[src/sv/btb_pkg.sv]
// Shared constants, codes and transaction types of the bitmap threshold blitter.
package btb_pkg;

  localparam int SCREEN_WIDTH  = 84;
  localparam int SCREEN_HEIGHT = 48;
  localparam int FB_BYTES      = (SCREEN_WIDTH * SCREEN_HEIGHT) / 8;
  // Framebuffer split by byte-index parity: neighbor columns land in different banks.
  localparam int BANK_DEPTH    = (FB_BYTES + 1) / 2;
  localparam int BANK_AW       = $clog2(BANK_DEPTH);
  localparam int IDX_W         = 11;
  localparam int CFG_IW        = 2;
  localparam int CFG_DW        = 7;

  localparam logic [3:0] MAX_LEVEL   = 4'd14;
  localparam logic [7:0] OFFSET_POS  = 8'd10;
  localparam logic [7:0] WIDTH_POS   = 8'd18;
  localparam logic [7:0] HEIGHT_POS  = 8'd22;
  localparam logic [7:0] MIN_OFFSET  = 8'd23;
  localparam logic [7:0] POS_LAST    = 8'hFF;
  localparam logic [7:0] MASK_TOP    = 8'h80;
  localparam logic [7:0] MASK_BOTTOM = 8'h01;

  localparam logic [CFG_IW-1:0] REG_POS_X     = 2'd0;
  localparam logic [CFG_IW-1:0] REG_POS_Y     = 2'd1;
  localparam logic [CFG_IW-1:0] REG_THRESHOLD = 2'd2;

  typedef enum logic [1:0] {
    CMD_FILE  = 2'd0,
    CMD_WRITE = 2'd1,
    CMD_READ  = 2'd2,
    CMD_NONE  = 2'd3
  } cmd_t;

  typedef enum logic [1:0] {
    ST_OK       = 2'd0,
    ST_REJECT   = 2'd1,
    ST_BAD_ADDR = 2'd2
  } status_t;

  typedef enum logic [1:0] {
    OP_NONE  = 2'd0,
    OP_DRAW  = 2'd1,
    OP_WRITE = 2'd2,
    OP_READ  = 2'd3
  } op_t;

  typedef struct packed {
    logic               en;
    logic [BANK_AW-1:0] addr;
    logic               on;
  } bank_req_t;

  typedef struct packed {
    op_t             op;
    bank_req_t [1:0] bank;
    logic [7:0]      mask;
    logic [7:0]      wdata;
    status_t         status;
    logic            done;
  } fb_req_t;

  typedef struct packed {
    logic [7:0] read_data;
    status_t    status;
    logic       done;
  } result_t;

endpackage

[src/sv/btb_ram.sv]
// Generic single-write, single-read RAM with registered read data.
module btb_ram #(
  parameter int WIDTH = 8,
  parameter int DEPTH = 256
) (
  input  logic                     clk,
  input  logic                     we,
  input  logic [$clog2(DEPTH)-1:0] waddr,
  input  logic [WIDTH-1:0]         wdata,
  input  logic                     re,
  input  logic [$clog2(DEPTH)-1:0] raddr,
  output logic [WIDTH-1:0]         rdata
);

  logic [WIDTH-1:0] mem [DEPTH];

  // A read at the address being written returns the old contents.
  always_ff @(posedge clk) begin
    if (re) begin
      rdata <= mem[raddr];
    end
    if (we) begin
      mem[waddr] <= wdata;
    end
  end

endmodule

[src/sv/btb_fbuf.sv]
// Framebuffer: two parity banks, read-modify-write stage, write forwarding, clear pass.
module btb_fbuf (
  input  logic              clk,
  input  logic              rst,
  input  logic              load,
  input  btb_pkg::fb_req_t  req,
  input  logic              advance,
  output logic              busy,
  output btb_pkg::result_t  res
);
  import btb_pkg::*;

  fb_req_t            s1;
  logic               clr_busy;
  logic [BANK_AW-1:0] clr_addr;

  logic [1:0]         lw_valid;
  logic [BANK_AW-1:0] lw_addr [2];
  logic [7:0]         lw_data [2];

  logic [1:0]         ram_we, ram_re, upd_we;
  logic [BANK_AW-1:0] ram_waddr [2];
  logic [7:0]         ram_wdata [2];
  logic [7:0]         ram_q [2];
  logic [7:0]         old [2];
  logic [7:0]         new_data [2];

  always_ff @(posedge clk) begin
    if (load) begin
      s1 <= req;
    end
  end

  // Zero both banks after reset, one entry per bank each cycle.
  always_ff @(posedge clk) begin
    if (rst) begin
      clr_busy <= 1'b1;
      clr_addr <= '0;
    end else if (clr_busy) begin
      if (clr_addr == BANK_AW'(BANK_DEPTH - 1)) begin
        clr_busy <= 1'b0;
      end else begin
        clr_addr <= clr_addr + BANK_AW'(1);
      end
    end
  end

  always_comb begin
    for (int b = 0; b < 2; b++) begin
      // The read may have gone out as the bank's last write landed; take that data.
      old[b] = (lw_valid[b] && (lw_addr[b] == s1.bank[b].addr)) ? lw_data[b] : ram_q[b];
      unique case (s1.op)
        OP_DRAW: begin
          upd_we[b]   = advance && s1.bank[b].en;
          new_data[b] = s1.bank[b].on ? (old[b] | s1.mask) : (old[b] & ~s1.mask);
        end
        OP_WRITE: begin
          upd_we[b]   = advance && s1.bank[b].en;
          new_data[b] = s1.wdata;
        end
        default: begin
          upd_we[b]   = 1'b0;
          new_data[b] = old[b];
        end
      endcase
      ram_we[b]    = clr_busy || upd_we[b];
      ram_waddr[b] = clr_busy ? clr_addr : s1.bank[b].addr;
      ram_wdata[b] = clr_busy ? 8'd0 : new_data[b];
      ram_re[b]    = load && req.bank[b].en;
    end
  end

  always_ff @(posedge clk) begin
    if (rst) begin
      lw_valid <= '0;
    end else begin
      for (int b = 0; b < 2; b++) begin
        if (upd_we[b]) begin
          lw_valid[b] <= 1'b1;
          lw_addr[b]  <= s1.bank[b].addr;
          lw_data[b]  <= new_data[b];
        end
      end
    end
  end

  for (genvar gi = 0; gi < 2; gi++) begin : g_bank
    btb_ram #(
      .WIDTH(8),
      .DEPTH(BANK_DEPTH)
    ) u_ram (
      .clk  (clk),
      .we   (ram_we[gi]),
      .waddr(ram_waddr[gi]),
      .wdata(ram_wdata[gi]),
      .re   (ram_re[gi]),
      .raddr(req.bank[gi].addr),
      .rdata(ram_q[gi])
    );
  end

  always_comb begin
    res.read_data = (s1.op == OP_READ) ? (s1.bank[1].en ? old[1] : old[0]) : 8'd0;
    res.status    = s1.status;
    res.done      = s1.done;
  end

  assign busy = clr_busy;

endmodule

[config.mk]
export PLATFORM = sky130hd
export DESIGN_NAME = btb_fbuf
export DESIGN_NICKNAME = d
export VERILOG_FILES = /design/src/sv/btb_pkg.sv /design/src/sv/btb_ram.sv /design/src/sv/btb_fbuf.sv
export SDC_FILE = /design/constraint.sdc
export NUM_CORES = 2
export LEC_CHECK = 0
export BUFFER_PORTS_ARGS = -buffer_cell sky130_fd_sc_hd__buf_2
export CORE_MARGIN = 5
export CORE_UTILIZATION = 63
export DETAILED_ROUTE_END_ITERATION = 16
export PLACE_DENSITY = 0.79
export REMOVE_ABC_BUFFERS = 1
export SLEW_MARGIN = 40
export SYNTH_ARGS = -nofsm -noshare
export SYNTH_HDL_FRONTEND = slang
export SYNTH_SLANG_ARGS = --single-unit
[constraint.sdc]
create_clock -name clk -period 13.6 [get_ports clk]
set_clock_uncertainty 0.05 [all_clocks]
set_input_delay 2.04 -clock clk [delete_from_list [all_inputs] [get_ports clk]]
set_output_delay 2.04 -clock clk [all_outputs]
set_load 0.01 [all_outputs]
; Word level (Yosys, flattened, before mapping)
; Memory sizes are Yosys's and may differ from the RTL's. A register that Yosys moved wholly into a read port is not among the register bits.
; Index checks and enable logic that the tools add are counted.
[totals]
elab_cells = 68
inputBits = 45
ff_bits = 52
output_inout_bits = 12
mem_count = 4
mem_bits_rw = 4064
[mem_list]
columns = name, words, width, rd, rd_clocked_by_memory_dff, write_ports, line_no
row1 = g_bank[0].u_ram.mem, 252, 8, 1, 1, 1, btb_ram.sv:15  ; logic [WIDTH-1:0] mem [DEPTH];
row2 = g_bank[1].u_ram.mem, 252, 8, 1, 1, 1, btb_ram.sv:15
row3 = lw_addr, 2, 8, 2, 0, 2, btb_fbuf.sv:18  ; logic [BANK_AW-1:0] lw_addr [2];
row4 = lw_data, 2, 8, 2, 0, 2, btb_fbuf.sv:19  ; logic [7:0] lw_data [2];
[classes]
addsub = 1
n_eq_ne = 6
reduce_logical = 10
mux = 26
bitwise_logic = 6
[ops]
columns = op, count
row1 = 2-to-1 mux 8 bit, 10
row2 = one-hot mux 8 bit (2 select lines), 2
row3 = AND 8 bit, 2
row4 = equality test 8 bit, 2
row5 = OR 8 bit, 2
row6 = 2-to-1 mux 1 bit, 14
row7 = "adder 8 x 1 -> 8 bit, second input constant", 1
row8 = "equality test 8 bit, second input constant", 1
row9 = inverter 8 bit, 1
row10 = logical AND 1 bit, 6
row11 = "equality test 2 bit, second input constant", 2
row12 = "equality test 2 x 1 -> 1 bit, second input constant", 1
row13 = logical OR 1 bit, 2
row14 = AND reduction 2 bit, 1
row15 = OR reduction 2 bit, 1
row16 = inverter 1 bit, 1

; Logic depth before layout (Yosys ltp)
[logic_depth]
depth_word = 7
depth_mapped = 14
mapped_depth_nobuf = 9

; Modules after synthesis
; A second synthesis with hierarchy kept.
[unflattened]
cells_unflattened = 7694
hier_area_um2 = 161737.6
[modules_own_cells]
columns = module, area_each_um2, instances, seq_area_each_um2, cells_each
row1 = btb_ram, 78879.4, 2, 60778.3, 3684
row2 = btb_fbuf, 3978.8, 1, 2412.3, 326

; Worst setup path after synthesis
; Ideal clock, no wire load.
[synth_path]
kind = reg2reg
from = register s1[27] (netlist name)
to = memory g_bank[0].u_ram.mem[0][0] (data pin)
required_ns = 12.120
setup_time_ns = 1.430
slack_ns = 4.089
arrival_time_ns = 8.031
n_path_buf = 0
synth_period_minus_slack_ns = 9.511
stages_incl_launch_ff = 7
path_cell_list = edfxtp_1 xnor2_1 nand3_1 nor4_2 mux2i_1 a22oi_1 nor2b_1
[synth_lines]
columns = item, line_no
row1 = "start, declared", btb_fbuf.sv:13  ; fb_req_t s1;
row2 = "start signal, assigned", btb_fbuf.sv:30  ; s1 <= req;
row3 = "end, declared", btb_ram.sv:15

==> load_flow_metrics.sql <==
INSERT INTO impl_metrics (metric_group, metric, value, unit) VALUES
('yosys', 'synthSimpleGateAreaFrac', '2.73', '%'),
('floorplanning', 'fp.dieH', '515', 'um'),
('global_route', 'met3_usage', '7.24', '%'),
('routing', 'ant_nets', '0', ''),
('power', 'power.share.clock', '43.5', '%'),
('finish', 'finish.net_count', '7792', ''),
('sta', 'tightest_slew', '1.06', 'ns'),
('clocking', 'root_buffer', 'sky130_fd_sc_hd__clkbuf_16', ''),
('global_route', 'grt_busiest_layer', 'met2', ''),
('sta', 'max_freq', '157', 'MHz'),
('power', 'static-leakage-power', '0.0656', 'uW'),
('finish', 'final_core_util', '70.5', '%'),
('yosys', 'yosysUniqueCellTypes', '68', ''),
('global_route', 'grt_use_met1', '41.1', '%'),
('finish', 'fraction_of_layout_cells_with_a_size_suffix_above_1', '26.6', '%'),
('global_route', 'grt-ovfl-total', '0', ''),
('routing', 'drcViolationCount', '0', ''),
('floorplanning', 'core-area', '254000', 'um2'),
('clocking', 'clk_latency', '0.99', 'ns'),
('yosys', 'synth_edf_count', '4121', ''),
('yosys', 'synth-main-ff-cell', 'sky130_fd_sc_hd__edfxtp_1', ''),
('floorplanning', 'die_area', '266000', 'um2'),
('setup_path', 'reg2reg_to', 'g_bank[0].u_ram.mem[241][7]$_DFFE_PP_', ''),
('power', 'irDropWorstVdd', '192', 'uV'),
('yosys', 'synth_compound_gate_area_share', '2.24', '%'),
('placement', 'place_area', '165000', 'um2'),
('yosys', 'synth.yosys.warnings', '0', ''),
('sta', 'timing.max_slew.rel_slack', '29.5', '%'),
('global_route', 'met2_usage', '52.0', '%'),
('sta', 'rsz0062_at_grt', 'no', ''),
('finish', 'layout-area-overhead-vs-synth', '11.3', '%'),
('setup_path', 'critPathSlowestCell', 'sky130_fd_sc_hd__buf_4', ''),
('power', 'finalPower', '25800', 'uW'),
('setup_path', 'endpoint_kind', 'flop', ''),
('yosys', 'yosys.area_share.adder', '0.0311', '%'),
('global_route', 'wire_length_of_the_first_global_routing_pass', '607', 'mm'),
('setup_path', 'cp_top_family', 'buffers and inverters', ''),
('floorplanning', 'std_cell_rows', '185', ''),
('routing', 'first_pass_iters', '6', ''),
('floorplanning', 'die_width', '515', 'um'),
('clocking', 'cts_made_buffers', '405', ''),
('clocking', 'cts_resized', '0', ''),
('yosys', 'synth.area.mux_share', '16.3', '%'),
('placement', 'gp_routability_congestion', '0.861', ''),
('power', 'power.internal', '20600', 'uW'),
('yosys', 'synth-async-reset-ratio', '0', '%'),
('sta', 'tns', '0', 'ns'),
('power', 'p_sw_share', '20.4', '%'),
('global_route', 'grt_max_degree', '209', ''),
('status', 'run_status', 'completed', ''),
('floorplanning', 'io_pins', '57', ''),
('setup_path', 'crit_path_max_incr_delay', '0.80', 'ns'),
('power', 'power.density_cell_area', '144', 'nW/um2'),
('worst_hold_path', 'worst_hold_path.endpoint', 'lw_valid[0]$_SDFFE_PP0P_', ''),
('global_route', 'grt_antenna_before_repair', '21', ''),
('yosys', 'postSynthAreaPerCell', '21.3', 'um2'),
('power', 'pwr-share-seq', '53.6', '%'),
('clocking', 'clk_pin_slew_worst_paths', '0.06', 'ns'),
('clocking', 'cts.path.max_buffers', '4', ''),
('setup_path', 'worst_ep_required_time', '14.19', 'ns'),
('clocking', 'postCtsSetupRepairBufs', '0', ''),
('setup_path', 'cp_cell_sequence', 'buf_8 > buf_12 > buf_4 > buf_6 > mux4_2 > mux4_2 > a22o_1 > o21ai_0 > o31a_1 > o21ai_0', ''),
('setup_path', 'timing.critical_path.arrival', '6.95', 'ns'),
('placement', 'io_buffers', '56', ''),
('routing', 'first_iter_violations', '13144', ''),
('setup_path', 'path_class', 'in -> reg', ''),
('sta', 'finalSetupViolations', '0', ''),
('run', 'max-cap-violations', '0', ''),
('clocking', 'number_of_levels_the_h_tree_was_split_into', '5', ''),
('routing', 'drt_wl_total', '425', 'mm'),
('routing', 'route.vias.total', '82594', '');
==> synthesized netlist by cell type (all sizes together), types with 4 or more instances <==
cell type | instances | area share [%]
edfxtp | 4121 | 77
mux4 | 1017 | 14
nor2 | 574 | 1.3
mux2i | 320 | 2.0
nand2 | 237 | 0.55
buf | 234 | 0.95
clkbuf | 200 | 0.47
o221ai | 91 | 0.50
a21oi | 86 | 0.27
o21ai | 73 | 0.23
o22ai | 64 | 0.25
nand3 | 62 | 0.19
a22oi | 55 | 0.26
nor3 | 38 | 0.12
nor2b | 35 | 0.14
inv | 28 | 0.065
a211oi | 27 | 0.13
a31oi | 24 | 0.093
nand4 | 20 | 0.078
o31ai | 20 | 0.093
and2 | 16 | 0.062
xnor2 | 16 | 0.087
mux2 | 15 | 0.10
and3 | 14 | 0.054
nor4 | 13 | 0.058
dfxtp | 11 | 0.14
nand2b | 11 | 0.043
a21o | 9 | 0.042
a22o | 8 | 0.044
a311oi | 8 | 0.044
nand3b | 8 | 0.037
o211ai | 7 | 0.033
o311ai | 7 | 0.038
xor2 | 7 | 0.038
a2111oi | 5 | 0.027
o32ai | 5 | 0.027
a221oi | 4 | 0.022
a32oi | 4 | 0.022
ha | 4 | 0.031
o41ai | 4 | 0.022
or3b | 4 | 0.022
==> layer usage <==
layer,share of wire (%),vias up
met4,6.5,16
met1,32,42319
li1,-,31894
met5,0.028,-
met3,12,1411
met2,50,6954
==> cell usage in the layout (no fill, tap or decap), types with 63 or more instances in the layout <==
cell | netlist | layout
sky130_fd_sc_hd__a21oi_1 | 86 | 86
sky130_fd_sc_hd__buf_4 | 65 | 111
sky130_fd_sc_hd__clkbuf_1 | 200 | 72
sky130_fd_sc_hd__clkbuf_16 | 0 | 412
sky130_fd_sc_hd__clkinv_1 | 3 | 76
sky130_fd_sc_hd__clkinv_2 | 0 | 78
sky130_fd_sc_hd__edfxtp_1 | 4121 | 4121
sky130_fd_sc_hd__mux2i_1 | 320 | 320
sky130_fd_sc_hd__mux4_2 | 1017 | 1017
sky130_fd_sc_hd__nand2_1 | 237 | 223
sky130_fd_sc_hd__nor2_1 | 574 | 330
sky130_fd_sc_hd__nor2_2 | 0 | 244
sky130_fd_sc_hd__o21ai_0 | 73 | 69
sky130_fd_sc_hd__o221ai_1 | 91 | 91
sky130_fd_sc_hd__o22ai_1 | 64 | 63
==> power groups by stage <==
| stage | Sequential [uW] | Combinational [uW] | Clock (uW) |
|---|---|---|---|
| after floorplan | 14100 | 302 | 0 |
| after global placement | 14100 | 707 | 0 |
| after detailed placement | 14100 | 720 | 0 |
| after CTS | 13900 | 728 | 11200 |
| after global routing | 13800 | 770 | 11800 |
| final | 13900 | 749 | 11200 |
==> worst max-delay path by stage <==
| stage | start | end | slack, ns | cells after the start |
|---|---|---|---|---|
| after floorplan | s1[27]$_DFFE_PP_ | g_bank[0].u_ram.mem[0][0]$_DFFE_PP_ | 4.09 | 6 |
| after global placement | req[20] | g_bank[0].u_ram.rdata[0]$_DFFE_PP_ | 5.81 | 10 |
| after detailed placement | req[20] | g_bank[0].u_ram.rdata[0]$_DFFE_PP_ | 5.99 | 11 |
| after CTS | req[20] | g_bank[0].u_ram.rdata[0]$_DFFE_PP_ | 6.97 | 11 |
| after global routing | req[20] | g_bank[0].u_ram.rdata[0]$_DFFE_PP_ | 6.99 | 11 |
| final | req[21] | g_bank[0].u_ram.rdata[0]$_DFFE_PP_ | 7.24 | 10 |
==> kinds of logic (layout without fill, tap and decap cells) <==
family | after synthesis | count (layout)
flops | 4132 | 4132
buf+inv | 465 | 982
fa+ha+maj | 4 | 4
other cells | 0 | 25
mux | 1352 | 1352
compound gates | 521 | 521
simple gates | 1039 | 1039
xor+xnor | 23 | 23
==> registers in the layout (all words and copies together), names as in the netlist <==
register / flops
lw_data: 16
lw_valid: 2
busy: 1
lw_addr: 16
s1: 38
res: 3
g_bank.u_ram.mem: 4032
g_bank.u_ram.rdata: 16
clr_addr: 8
==> worst min-delay path: stages (launching register included) <==
cell,delay [ns]
sky130_fd_sc_hd__dfxtp_1,0.29
sky130_fd_sc_hd__inv_1,0.07
sky130_fd_sc_hd__a21oi_1,0.06
==> cell type report <==
| type | count | area (um2) |
|---|---|---|
| multi-input cells | 2939 | 35400 |
| clock buffers | 483 | 10600 |
| inverters | 31 | 126 |
| clock inverters | 234 | 2470 |
| well taps | 3366 | 4210 |
| flip-flops and latches | 4132 | 124000 |
| diodes | 25 | 62.6 |
| fillers | 13773 | 75000 |
| repair buffers | 234 | 2360 |
==> metrics by stage <==
stage                     hold slack [ns]  worst slack [ns]  instances
after global placement              0.412              5.81      10678
after floorplan                     0.393              4.09       7102
after global routing                0.457              6.99      11438
after detailed placement            0.420              5.99      10693
after CTS                           0.428              6.97      11410
final                               0.424              7.24      11444
No activity file was read; power rests on OpenSTA's default activity.
