==> config.mk <==
export PLATFORM = sky130hd
export DESIGN_NAME = btb_parse
export DESIGN_NICKNAME = d
export VERILOG_FILES = /design/src/sv/btb_pkg.sv /design/src/sv/btb_parse.sv
export SDC_FILE = /design/constraint.sdc
export NUM_CORES = 1
export LEC_CHECK = 0
export BUFFER_PORTS_ARGS = -buffer_cell sky130_fd_sc_hd__buf_2
export CORE_MARGIN = 1
export CORE_UTILIZATION = 43
export DETAILED_ROUTE_END_ITERATION = 8
export GPL_ROUTABILITY_DRIVEN = 0
export PLACE_DENSITY = 0.59
export SETUP_SLACK_MARGIN = 0.1
export SYNTH_ARGS = -nofsm -noshare
export SYNTH_HDL_FRONTEND = slang
export SYNTH_SLANG_ARGS = --single-unit
export TNS_END_PERCENT = 1
==> constraint.sdc <==
create_clock -name clk -period 7.7 [get_ports clk]
set_clock_uncertainty 0.15 [all_clocks]
set_input_delay 1.54 -clock clk [delete_from_list [all_inputs] [get_ports clk]]
set_output_delay 1.54 -clock clk [all_outputs]
set_load 0.02 [all_outputs]
==> src/sv/btb_pkg.sv <==
// Shared constants, codes and transaction types of the bitmap threshold blitter.
package btb_pkg;

  localparam int SCREEN_WIDTH  = 84;
  localparam int SCREEN_HEIGHT = 48;
  localparam int FB_BYTES      = (SCREEN_WIDTH * SCREEN_HEIGHT) / 8;
  // Framebuffer split by byte-index parity: neighbor columns land in different banks.
  localparam int BANK_DEPTH    = (FB_BYTES + 1) / 2;
  localparam int BANK_AW       = $clog2(BANK_DEPTH);
  localparam int IDX_W         = 11;
  localparam int CFG_IW        = 2;
  localparam int CFG_DW        = 7;

  localparam logic [3:0] MAX_LEVEL   = 4'd14;
  localparam logic [7:0] OFFSET_POS  = 8'd10;
  localparam logic [7:0] WIDTH_POS   = 8'd18;
  localparam logic [7:0] HEIGHT_POS  = 8'd22;
  localparam logic [7:0] MIN_OFFSET  = 8'd23;
  localparam logic [7:0] POS_LAST    = 8'hFF;
  localparam logic [7:0] MASK_TOP    = 8'h80;
  localparam logic [7:0] MASK_BOTTOM = 8'h01;

  localparam logic [CFG_IW-1:0] REG_POS_X     = 2'd0;
  localparam logic [CFG_IW-1:0] REG_POS_Y     = 2'd1;
  localparam logic [CFG_IW-1:0] REG_THRESHOLD = 2'd2;

  typedef enum logic [1:0] {
    CMD_FILE  = 2'd0,
    CMD_WRITE = 2'd1,
    CMD_READ  = 2'd2,
    CMD_NONE  = 2'd3
  } cmd_t;

  typedef enum logic [1:0] {
    ST_OK       = 2'd0,
    ST_REJECT   = 2'd1,
    ST_BAD_ADDR = 2'd2
  } status_t;

  typedef enum logic [1:0] {
    OP_NONE  = 2'd0,
    OP_DRAW  = 2'd1,
    OP_WRITE = 2'd2,
    OP_READ  = 2'd3
  } op_t;

  typedef struct packed {
    logic               en;
    logic [BANK_AW-1:0] addr;
    logic               on;
  } bank_req_t;

  typedef struct packed {
    op_t             op;
    bank_req_t [1:0] bank;
    logic [7:0]      mask;
    logic [7:0]      wdata;
    status_t         status;
    logic            done;
  } fb_req_t;

  typedef struct packed {
    logic [7:0] read_data;
    status_t    status;
    logic       done;
  } result_t;

endpackage

==> src/sv/btb_parse.sv <==
// File-stream parser: header capture, clip check, row walk and framebuffer requests.
module btb_parse (
  input  logic                     clk,
  input  logic                     rst,
  input  logic                     accept,
  input  btb_pkg::cmd_t            command,
  input  logic                     first,
  input  logic [7:0]               data_byte,
  input  logic [8:0]               address,
  input  logic                     cfg_valid,
  input  logic [btb_pkg::CFG_IW-1:0] cfg_index,
  input  logic [btb_pkg::CFG_DW-1:0] cfg_data,
  output btb_pkg::fb_req_t         req
);
  import btb_pkg::*;

  logic [6:0] pos_x;
  logic [5:0] pos_y;
  logic [3:0] threshold;

  logic [7:0] file_position, file_position_next;
  logic [7:0] data_offset, data_offset_next;
  logic [7:0] image_width, image_width_next;
  logic       image_accepted, image_accepted_next;
  logic [7:0] row_mask, row_mask_next;
  logic [2:0] page_index, page_index_next;
  logic [6:0] column_now, column_now_next;
  logic [6:0] bytes_left_in_row, bytes_left_in_row_next;
  logic [1:0] pad_left, pad_left_next;
  logic [7:0] rows_left, rows_left_next;

  logic [3:0]       lim;
  logic [7:0]       col_a, col_b;
  logic [IDX_W-1:0] page_base, idx_a, idx_b;
  logic             ok_a, ok_b;
  logic [6:0]       half;
  logic [1:0]       pad_start;
  logic [7:0]       pos;
  logic             acc;
  logic [7:0]       rows;
  logic [6:0]       left_after;
  logic [7:0]       rows_after;
  logic             reject;

  always_ff @(posedge clk) begin
    if (rst) begin
      pos_x     <= '0;
      pos_y     <= '0;
      threshold <= '0;
    end else if (cfg_valid) begin
      case (cfg_index)
        REG_POS_X:     pos_x     <= cfg_data[6:0];
        REG_POS_Y:     pos_y     <= cfg_data[5:0];
        REG_THRESHOLD: threshold <= cfg_data[3:0];
        default: ;
      endcase
    end
  end

  always_ff @(posedge clk) begin
    if (rst) begin
      file_position     <= '0;
      data_offset       <= '0;
      image_width       <= '0;
      image_accepted    <= 1'b0;
      row_mask          <= MASK_BOTTOM;
      page_index        <= '0;
      column_now        <= '0;
      bytes_left_in_row <= '0;
      pad_left          <= '0;
      rows_left         <= '0;
    end else begin
      file_position     <= file_position_next;
      data_offset       <= data_offset_next;
      image_width       <= image_width_next;
      image_accepted    <= image_accepted_next;
      row_mask          <= row_mask_next;
      page_index        <= page_index_next;
      column_now        <= column_now_next;
      bytes_left_in_row <= bytes_left_in_row_next;
      pad_left          <= pad_left_next;
      rows_left         <= rows_left_next;
    end
  end

  always_comb begin
    lim       = (threshold > MAX_LEVEL) ? MAX_LEVEL : threshold;
    col_a     = {1'b0, column_now};
    col_b     = col_a + 8'd1;
    page_base = IDX_W'(page_index) * IDX_W'(SCREEN_WIDTH);
    idx_a     = page_base + IDX_W'(col_a);
    idx_b     = page_base + IDX_W'(col_b);
    ok_a      = (IDX_W'(col_a) < IDX_W'(SCREEN_WIDTH)) && (idx_a < IDX_W'(FB_BYTES));
    ok_b      = (IDX_W'(col_b) < IDX_W'(SCREEN_WIDTH)) && (idx_b < IDX_W'(FB_BYTES));
    half      = image_width[7:1];
    pad_start = 2'(2'd0 - half[1:0]);
    pos       = first ? 8'd0 : file_position;
    acc       = first ? 1'b0 : image_accepted;
    rows      = first ? 8'd0 : rows_left;
    left_after = bytes_left_in_row - 7'd1;
    rows_after = rows - 8'd1;
    reject    = (data_byte == 8'd0) || image_width[0] ||
                (({2'b00, pos_x} + {1'b0, image_width}) > 9'(SCREEN_WIDTH)) ||
                ({2'b00, pos_y} < (data_byte - 8'd1)) ||
                ({1'b0, pos_y} >= 7'(SCREEN_HEIGHT)) ||
                (data_offset < MIN_OFFSET);

    file_position_next     = file_position;
    data_offset_next       = data_offset;
    image_width_next       = image_width;
    image_accepted_next    = image_accepted;
    row_mask_next          = row_mask;
    page_index_next        = page_index;
    column_now_next        = column_now;
    bytes_left_in_row_next = bytes_left_in_row;
    pad_left_next          = pad_left;
    rows_left_next         = rows_left;

    req        = '0;
    req.op     = OP_NONE;
    req.status = ST_OK;
    req.mask   = row_mask;
    req.wdata  = data_byte;

    if (accept) begin
      unique case (command) inside
        CMD_FILE: begin
          image_accepted_next = acc;
          rows_left_next      = rows;
          if (pos == OFFSET_POS) begin
            data_offset_next = data_byte;
          end else if (pos == WIDTH_POS) begin
            image_width_next = data_byte;
          end else if (pos == HEIGHT_POS) begin
            if (reject) begin
              image_accepted_next = 1'b0;
              rows_left_next      = '0;
              req.status          = ST_REJECT;
            end else if (image_width == 8'd0) begin
              image_accepted_next = 1'b0;
              rows_left_next      = '0;
              req.done            = 1'b1;
            end else begin
              image_accepted_next    = 1'b1;
              rows_left_next         = data_byte;
              page_index_next        = pos_y[5:3];
              row_mask_next          = MASK_BOTTOM << pos_y[2:0];
              column_now_next        = pos_x;
              bytes_left_in_row_next = half;
              pad_left_next          = '0;
            end
          end else if (acc && (rows != 8'd0) && (pos >= data_offset)) begin
            if (pad_left != 2'd0) begin
              pad_left_next = pad_left - 2'd1;
            end else begin
              req.op                     = OP_DRAW;
              req.bank[idx_a[0]].en      = ok_a;
              req.bank[idx_a[0]].addr    = BANK_AW'(idx_a >> 1);
              req.bank[idx_a[0]].on      = data_byte[7:4] > lim;
              req.bank[idx_b[0]].en      = ok_b;
              req.bank[idx_b[0]].addr    = BANK_AW'(idx_b >> 1);
              req.bank[idx_b[0]].on      = data_byte[3:0] > lim;
              column_now_next            = column_now + 7'd2;
              bytes_left_in_row_next     = left_after;
              if (left_after == 7'd0) begin
                // Row finished: step one screen row up and rewind the column.
                if (row_mask > MASK_BOTTOM) begin
                  row_mask_next = row_mask >> 1;
                end else begin
                  row_mask_next   = MASK_TOP;
                  page_index_next = page_index - 3'd1;
                end
                rows_left_next         = rows_after;
                column_now_next        = pos_x;
                bytes_left_in_row_next = half;
                pad_left_next          = pad_start;
                if (rows_after == 8'd0) begin
                  image_accepted_next = 1'b0;
                  pad_left_next       = '0;
                  req.done            = 1'b1;
                end
              end
            end
          end
          file_position_next = (pos != POS_LAST) ? pos + 8'd1 : pos;
        end
        CMD_WRITE, CMD_READ: begin
          if (IDX_W'(address) >= IDX_W'(FB_BYTES)) begin
            req.status = ST_BAD_ADDR;
          end else begin
            req.op                   = (command == CMD_WRITE) ? OP_WRITE : OP_READ;
            req.bank[address[0]].en   = 1'b1;
            req.bank[address[0]].addr = BANK_AW'(address >> 1);
          end
        end
        default: ;
      endcase
    end
  end

endmodule

# == Word-level counts from Yosys, hierarchy flattened ==
# Cells that the tools add are included.
# op_classes
n_bitwise,3
n_lt_le_gt_ge,20
muxes,101
add_sub_neg,12
n_reduce_logical,34
eq_ne,12
shifts,1
mul,1
# op_table
cell,count
8-bit two-way mux,18
20-bit bitwise mux,6
21-bit two-way mux,4
7-bit two-way mux,12
10-bit demux with 1-bit select,8
22-bit two-way mux,3
22-bit one-hot mux with 2 select lines,1
10-bit two-way mux,3
3-bit two-way mux,10
9-bit two-way mux,3
8-bit logical NOT,3
"11-bit by 9-bit less-than comparator with 1-bit output, second input constant",2
1-bit two-way mux,22
20-bit bitwise AND,1
2-bit two-way mux,9
"8-bit by 5-bit == test with 1-bit output, second input constant",2
8-bit AND reduction,2
"8-bit by 1-bit subtractor with 8-bit output, second input constant",2
10-bit by 7-bit adder with 11-bit output,1
10-bit by 8-bit adder with 11-bit output,1
10-bit AND reduction,1
7-bit by 8-bit adder with 9-bit output,1
"9-bit greater-or-equal comparator, second input constant",1
"9-bit by 7-bit > comparator with 1-bit output, second input constant",1
40 further kinds,67
# totals
ff_bits,77
word_cells,197
output_inout_bits,41
inputBits,33

# == Longest topological paths before layout ==
# Gate-level depths: netlist of run 1.
# depth
word_depth,19
mapped_depth,15
depth_no_buf,14

# == Worst setup path before layout of run 1 ==
# OpenSTA, ideal clock, no wires.
# synth_path
kind,input -> output
startpoint,input first
endpoint,output req[24] in the netlist's numbering
n_path_buf,4
slack_ps,1632
t_arrival_ps,4378
required_time_ps,6010
path_stages,13
path_cell_list,clkbuf_1 -> clkbuf_1 -> clkbuf_1 -> nor2b_1 -> ha_1 -> a21o_1 -> a21o_1 -> and4_1 -> o21ai_1 -> nor3_2 -> clkbuf_1 -> a22oi_1 -> nor2_1
# synth_lines
element,line,source
start: declaration,btb_parse.sv:7,"input logic first,"
end: declaration,btb_parse.sv:13,output btb_pkg::fb_req_t req

==> summary.md, run 1 <==
| Metric | Value |
|---|---|
| Worst-Margin Slew | `1.016 ns` |
| Die Area | `16,460 µm²` |
| Slowest library cell on the worst path | `nor3_2` |
| Post-synth top area share | `22.48%` |
| Root buf cell | `clkbuf_16` |
| Num rows | `45` |
| PortBufs | `73` |
| Most frequent cells in the layout | `nor2_1, dfxtp_1, buf_2` |
| Num Clock Sinks | `77` |
| Number of distinct library cells after synthesis | `77` |
| Reg2reg setup slack | `3.80 ns` |
| Setup TNS | `0 ns` |
| Worst-skew pair later-pin latency | `0.34 ns` |
| Syn_area_per_cell | `7.578 µm²` |
| Post-synth EDFFs | `0` |
| Mapped Cells | `905` |
| RSZ-0062 raised after global routing | `no` |
| Core Region | `15,370 µm²` |
| CP required | `6.01 ns` |
| Most common cell after layout, fill and taps aside | `nor2_1` |
| Setup violations, final | `0` |
| Synth Net Count | `1,000` |
| DRT antenna net count | `0` |
| Largest net degree at the start of global routing | `75` |
| FFs w/ async S/R, synth | `0%` |
| Final global-route overflow total | `0` |
| Worst-path cell chain | `buf_2 > nor2b_1 > inv_1 > ha_1 > nand2b_1 > a21o_1 > a21o_1 > and4_1 > o21ai_1 > nor3_2 > o211ai_1 > a21oi_1 > buf_2` |
| Number of I/O pins | `74` |
| Seq cells post-synth | `77` |
| DRT iter0 DRCs | `536` |
| Global-route wire length before repair | `32,820 µm` |
| Start point of the worst hold path | `image_accepted$_SDFFE_PP0P_` |
| CTS tree | `yes` |
| Post_cts resized | `0` |
| Fin. Hold Viols | `0` |
| Ratio of cells with drive above 1 in the final layout | `12.54%` |
| Reg-to-reg critical path endpoint | `row_mask[5]$_SDFFE_PP0P_` |
| Post-CTS setup buffers | `0` |
| Pwr dens | `129.1 nW/µm²` |
| Pre-antenna DRT Iters | `5` |
| Antenna fix cells | `0` |
| Layout Area Growth over Synthesis | `10.58%` |
| Fmax | `153.8 MHz` |
| Total number of vias | `6,796` |
| DP Wirelength | `14,810 µm` |
| Worst-path maximum fanout | `35` |
| Post-CTS Hold Buffers | `0` |
| Crit. End Element | `primary output` |
| CP peak stage delay | `0.87 ns` |
| Via/cell ratio | `5.899` |
| Max-slew headroom | `31.90%` |
| Synth warn | `0` |
| WL per Instance | `17.65 µm` |
| Worst Hold Depth | `2` |
| Global-route usage over all layers | `25.10%` |
| Design area | `7584 µm²` |
| Synth area leaders | `dfxtp_1, ha_1, nor2_1, a21oi_1, mux2i_1` |
| Family with the most delay on the worst path | `simple AND/OR/NAND/NOR gates` |
| Dominant cell type by area after synthesis | `dfxtp_1` |
| H-Tree Depth | `3` |
| Lkg Pwr | `3.141 nW` |
| Num CTS Buffers | `9` |
| # DRC | `0` |
| Clock Path Buffers | `2` |
| Starting density of the core | `44.62%` |
| Hold endpoint | `image_accepted$_SDFFE_PP0P_` |
| Worst-path clk slew | `0.06 ns` |
| Initial antenna violation count | `0` |
| CP Class | `in -> out` |
| Worst reg-to-reg path cell count | `10` |
| Max VDD drop | `0.1067 mV` |
| CP startpoint kind | `input port` |
| Final wirelength | `20,330 µm` |
| Worst r2r src | `pos_x[0]$_SDFFE_PP0P_` |
| Slew Limit Fails | `0` |
| Buf/Inv on CP | `3` |
| Hold Crit Class | `reg -> reg` |
| Die Span X | `128.3 µm` |
| Dpl cell area | `7272 µm²` |
| Crit path time final | `6.502 ns` |
| Number of global-route vias before repair | `6,197` |
| Fin crit share | `84.44%` |
| Nets | `1,031` |
| Height of the die | `128.3 µm` |
| Mapped cell area | `6858 µm²` |
| Post-synthesis sequential area ratio | `22.48%` |
| Worst path arrival time | `4.81 ns` |
| Top FF cell, synth | `dfxtp_1` |
| Outcome | `finished, final reports clean` |
| Max_cap viols | `0` |
state kept, by name, indices dropped and copies added, names as in the netlist:
name / count
pad_left: 2
threshold: 4
pos_x: 7
column_now: 7
pos_y: 6
image_accepted: 1
row_mask: 8
file_position: 8
page_index: 3
data_offset: 8
image_width: 8
bytes_left_in_row: 7
rows_left: 8
cells by family after synthesis:
family	Yosys count	synth area share (%)
compound gates	267	25.29
simple gates	331	24.90
flops	77	22.48
xor+xnor	30	4.050
mux	36	5.346
fa+ha+maj	62	11.64
buf+inv	102	6.294
stage by stage:
step	power [mW]	worst slack [ns]	hold slack [ns]	utilization, %	instances
finish	0.9788	1.198	0.3296	49.34	1152
global route	1.017	0.9077	0.3606	49.34	1152
CTS	0.9844	1.259	0.3319	49.34	1152
detailed placement	0.5397	1.296	0.3218	47.31	1136
global placement	0.5393	1.360	0.3214	47.31	1136
floorplan	0.4996	1.632	0.3008	-	905
synthesized netlist by cell type, types with 9 or more instances:
| master | count |
|---|---|
| a22oi_1 | 18 |
| nor2_1 | 105 |
| a311oi_1 | 9 |
| nand2b_1 | 15 |
| o21ai_0 | 62 |
| inv_1 | 40 |
| xnor2_1 | 21 |
| dfxtp_1 | 77 |
| nor3_1 | 24 |
| buf_4 | 9 |
| a211oi_1 | 12 |
| o31ai_1 | 10 |
| mux2i_1 | 31 |
| a31oi_1 | 20 |
| clkbuf_1 | 41 |
| nor2b_1 | 16 |
| o21a_1 | 10 |
| a21o_1 | 9 |
| nand4_1 | 18 |
| a21oi_1 | 68 |
| nand2_1 | 57 |
| ha_1 | 59 |
| nand3_1 | 28 |
layer usage:
metal	track usage (%)	up-vias	part of all wire [%]	wire length (µm)
li1	-	3405	-	-
met1	35.18	3153	48	9799
met2	40.19	206	45	9148
met3	2.504	32	4.8	982
met4	8.028	0	2.0	399
met5	0	-	0	0
worst max-delay path by stage:
stage                from       to  slack (ns)  cells after the start
floorplan           first  req[24]        1.63                     13
global placement    first  req[27]        1.36                     13
finish              first  req[26]        1.20                     13
global route        first  req[27]        0.91                     13
detailed placement  first  req[26]        1.30                     13
CTS                 first  req[26]        1.26                     13
cell type report:
class / instances / area [µm²]
Sequential cell: 77 / 1541
Clock buffer: 12 / 266.5
Fill cell: 1586 / 7787
Clock inverter: 4 / 45.04
Inverter: 41 / 153.9
Timing Repair Buffer: 81 / 425.4
Multi-Input combinational cell: 726 / 4887
Tap cell: 211 / 264.0
report_power, final:
group / switching [mW] / total [mW] / internal [mW]
logic: 0.0778 / 0.121 / 0.0433
clock network: 0.170 / 0.446 / 0.276
registers: 0.00805 / 0.412 / 0.403
worst register-to-register path, delay by kind of cell, from the launching register on:
kind	cells	cell delay, ns
AND/OR/NAND/NOR	2	0.42
AO/OA/AOI/OAI	6	2.08
flip-flops	1	0.36
adder cells (fa/ha/maj)	2	0.80
Power figures use the tool's default switching activity.
==> run 2: changes to the inputs <==
clock period = 6.7 ns   (was 7.7 ns; I/O delays follow)
==> run 2 against run 1 <==
Against the previous run:
- global-route usage up 0.17 points
- register-to-register slack got worse by 0.98 ns
- worst hold slack better by 0.0063 ns
- critical path type unchanged
- critical endpoint is now req[27]
==> summary.md, run 2 (same netlist as run 1, synthesis figures left out) <==
| Metric | Value |
|---|---|
| Outcome | `finished, final reports clean (unchanged)` |
| Via/cell ratio | `5.890 (was 5.899)` |
| Height of the die | `128.3 µm (unchanged)` |
| CP required | `5.21 ns (was 6.01 ns)` |
| CP startpoint kind | `input port (unchanged)` |
| Crit. End Element | `primary output (unchanged)` |
| Max_cap viols | `0 (unchanged)` |
| Setup violations, final | `0 (unchanged)` |
| Clock Path Buffers | `2 (unchanged)` |
| DP Worst Slack | `0.7073 ns (was 1.296 ns)` |
| Worst-skew pair later-pin latency | `0.36 ns (was 0.34 ns)` |
| Family with the most delay on the worst path | `simple AND/OR/NAND/NOR gates (unchanged)` |
| Final worst slack | `0.6563 ns (was 1.198 ns)` |
| Antenna fix cells | `0 (unchanged)` |
| PortBufs | `73 (unchanged)` |
| Slowest library cell on the worst path | `nor3_2 (unchanged)` |
| Worst-Margin Slew | `1.042 ns (was 1.016 ns)` |
| Filler Cells Inserted | `1,626 (was 1,586)` |
| Crit path time final | `6.044 ns` |
| Worst-path cell chain | `buf_2 > nor2b_1 > inv_1 > ha_1 > nand2b_1 > a21o_1 > a21o_1 > and4_1 > o21ai_1 > buf_4 > nor3_2 > o211ai_1 > a21oi_1 > buf_2 (was buf_2 > nor2b_1 > inv_1 > ha_1 > nand2b_1 > a21o_1 > a21o_1 > and4_1 > o21ai_1 > nor3_2 > o211ai_1 > a21oi_1 > buf_2)` |
| Placed cells | `1,138 (was 1,136)` |
| Final wirelength | `20,210 µm (was 20,330 µm)` |
| Global-route wire length before repair | `32,510 µm (was 32,820 µm)` |
| Fin Hold WS | `0.3359 ns (was 0.3296 ns)` |
| Ratio of cells with drive above 1 in the final layout | `12.51% (was 12.54%)` |
| H-Tree Depth | `3 (unchanged)` |
| Core Region | `15,370 µm² (unchanged)` |
| Number of I/O pins | `74 (unchanged)` |
| Non-Filler Instances | `1,154 (was 1,152)` |
| Post-CTS Hold Buffers | `0 (unchanged)` |
| Post-CTS setup buffers | `0 (unchanged)` |
| Net Sw Frac | `28.40% (was 26.15%)` |
| Worst-path maximum fanout | `35 (unchanged)` |
| Initial antenna violation count | `1 (was 0)` |
| CP Class | `in -> out (unchanged)` |
| Lkg Pwr | `3.122 nW (was 3.141 nW)` |
| Number of global-route vias before repair | `5,983 (was 6,197)` |
| Setup TNS | `0 ns (unchanged)` |
| Largest net degree at the start of global routing | `75 (unchanged)` |
| RSZ-0062 raised after global routing | `no (unchanged)` |
| Internal power | `766.2 µW (was 722.8 µW)` |
| Most common cell after layout, fill and taps aside | `nor2_1 (unchanged)` |
| WL per Instance | `17.51 µm (was 17.65 µm)` |
| Design area | `7555 µm² (was 7584 µm²)` |
| Post_cts resized | `0 (unchanged)` |
| DRT antenna net count | `0 (unchanged)` |
| Max VDD drop | `0.1329 mV (was 0.1067 mV)` |
| Num CTS Buffers | `9 (unchanged)` |
| Worst-path clk slew | `0.06 ns (about the same)` |
| Dpl cell area | `7287 µm² (was 7272 µm²)` |
| Die Span X | `128.3 µm (unchanged)` |
| Worst path arrival time | `4.55 ns (was 4.81 ns)` |
| Root buf cell | `clkbuf_16 (unchanged)` |
| # DRC | `0 (unchanged)` |
| Layout Area Growth over Synthesis | `10.16% (was 10.58%)` |
| Max-slew headroom | `30.12% (was 31.90%)` |
| Buf/Inv on CP | `4 (was 3)` |
| Fmax | `165.5 MHz` |
| Most frequent cells in the layout | `nor2_1, dfxtp_1, buf_2 (unchanged)` |
| Slew Limit Fails | `0 (unchanged)` |
| Total number of vias | `6,797 (was 6,796)` |
| DP Wirelength | `14,880 µm (was 14,810 µm)` |
| Pwr dens | `141.6 nW/µm² (was 129.1 nW/µm²)` |
| Num Clock Sinks | `77 (unchanged)` |
| Global-route usage over all layers | `25.27% (was 25.10%)` |
| Num rows | `45 (unchanged)` |
| Starting density of the core | `44.62% (unchanged)` |
| Nets | `1,033 (was 1,031)` |
| Seq pwr share | `44.2% (was 42.0%)` |
| Die Area | `16,460 µm² (unchanged)` |
| Final global-route overflow total | `0 (unchanged)` |
| Clock share of power | `42.8% (was 45.6%)` |
| DRT iter0 DRCs | `546 (was 536)` |
| Total power | `1.070 mW (was 978.8 µW)` |
| Util after Layout | `49.15% (was 49.34%)` |
| CTS tree | `yes (unchanged)` |
| CP peak stage delay | `0.83 ns (was 0.87 ns)` |
| Fin. Hold Viols | `0 (unchanged)` |
| Net Switching | `303.9 µW (was 256.0 µW)` |
| Comb pwr share | `13.0% (was 12.4%)` |
| Pre-antenna DRT Iters | `5 (unchanged)` |
| Hold Crit Class | `reg -> reg (unchanged)` |
| Fin crit share | `90.20%` |
run 2: cell count changes in the layout (fill, tap and decap cells not counted), sizes merged:
cell	previous run	this run
buf	81	83
bufinv	1	0
clkbuf	12	11
clkinvlp	0	1
inv	40	41
run 2: layout make-up:
class,count,area (µm²),area share [%]
clock buffer,11,232.7,3.080
clock inverter,5,35.03,0.4637
timing repair buffer,83,440.4,5.830
tap,211,264.0,3.495
inverter,41,153.9,2.037
sequential,77,1541,20.40
multi-input combinational,726,4887,64.69
run 2: routing by layer:
| layer | up-vias | global-route usage [%] | routed length (µm) |
|---|---|---|---|
| li1 | 3404 | - | - |
| met1 | 3132 | 36.17 | 9786 |
| met2 | 230 | 38.54 | 8759 |
| met3 | 31 | 2.504 | 1146 |
| met4 | 0 | 10.38 | 516 |
| met5 | - | 0 | 0 |
run 2: power groups by stage:
| stage | registers (mW) | logic [mW] | clock network (mW) |
|---|---|---|---|
| after floorplan | 0.478 | 0.0964 | 0 |
| after global placement | 0.483 | 0.138 | 0 |
| after detailed placement | 0.483 | 0.138 | 0 |
| after CTS | 0.473 | 0.138 | 0.465 |
| after global routing | 0.474 | 0.154 | 0.484 |
| final | 0.473 | 0.140 | 0.458 |
run 2: worst register-to-register path, stage by stage, from the launching register on:
cell and delay (ns):
dfxtp_1 0.35, ha_1 0.25, fa_1 0.46, a211o_1 0.34, nand3b_1 0.13, o311ai_1 0.14, o211a_1 0.27, o311a_2 0.52
a31oi_4 0.47, nor2_1 0.34, a311oi_1 0.35
run 2: path summary, 6_finish.rpt:
| path | start | end | slack, ns | cells past startpoint |
|---|---|---|---|---|
| setup reg to reg | pos_x[0]$_SDFFE_PP0P_ | row_mask[6]$_SDFFE_PP0P_ | 2.82 | 10 |
| hold / removal | image_accepted$_SDFFE_PP0P_ | image_accepted$_SDFFE_PP0P_ | 0.34 | 2 |
| hold reg to reg | image_accepted$_SDFFE_PP0P_ | image_accepted$_SDFFE_PP0P_ | 0.34 | 2 |
| setup / recovery | first | req[27] | 0.66 | 14 |
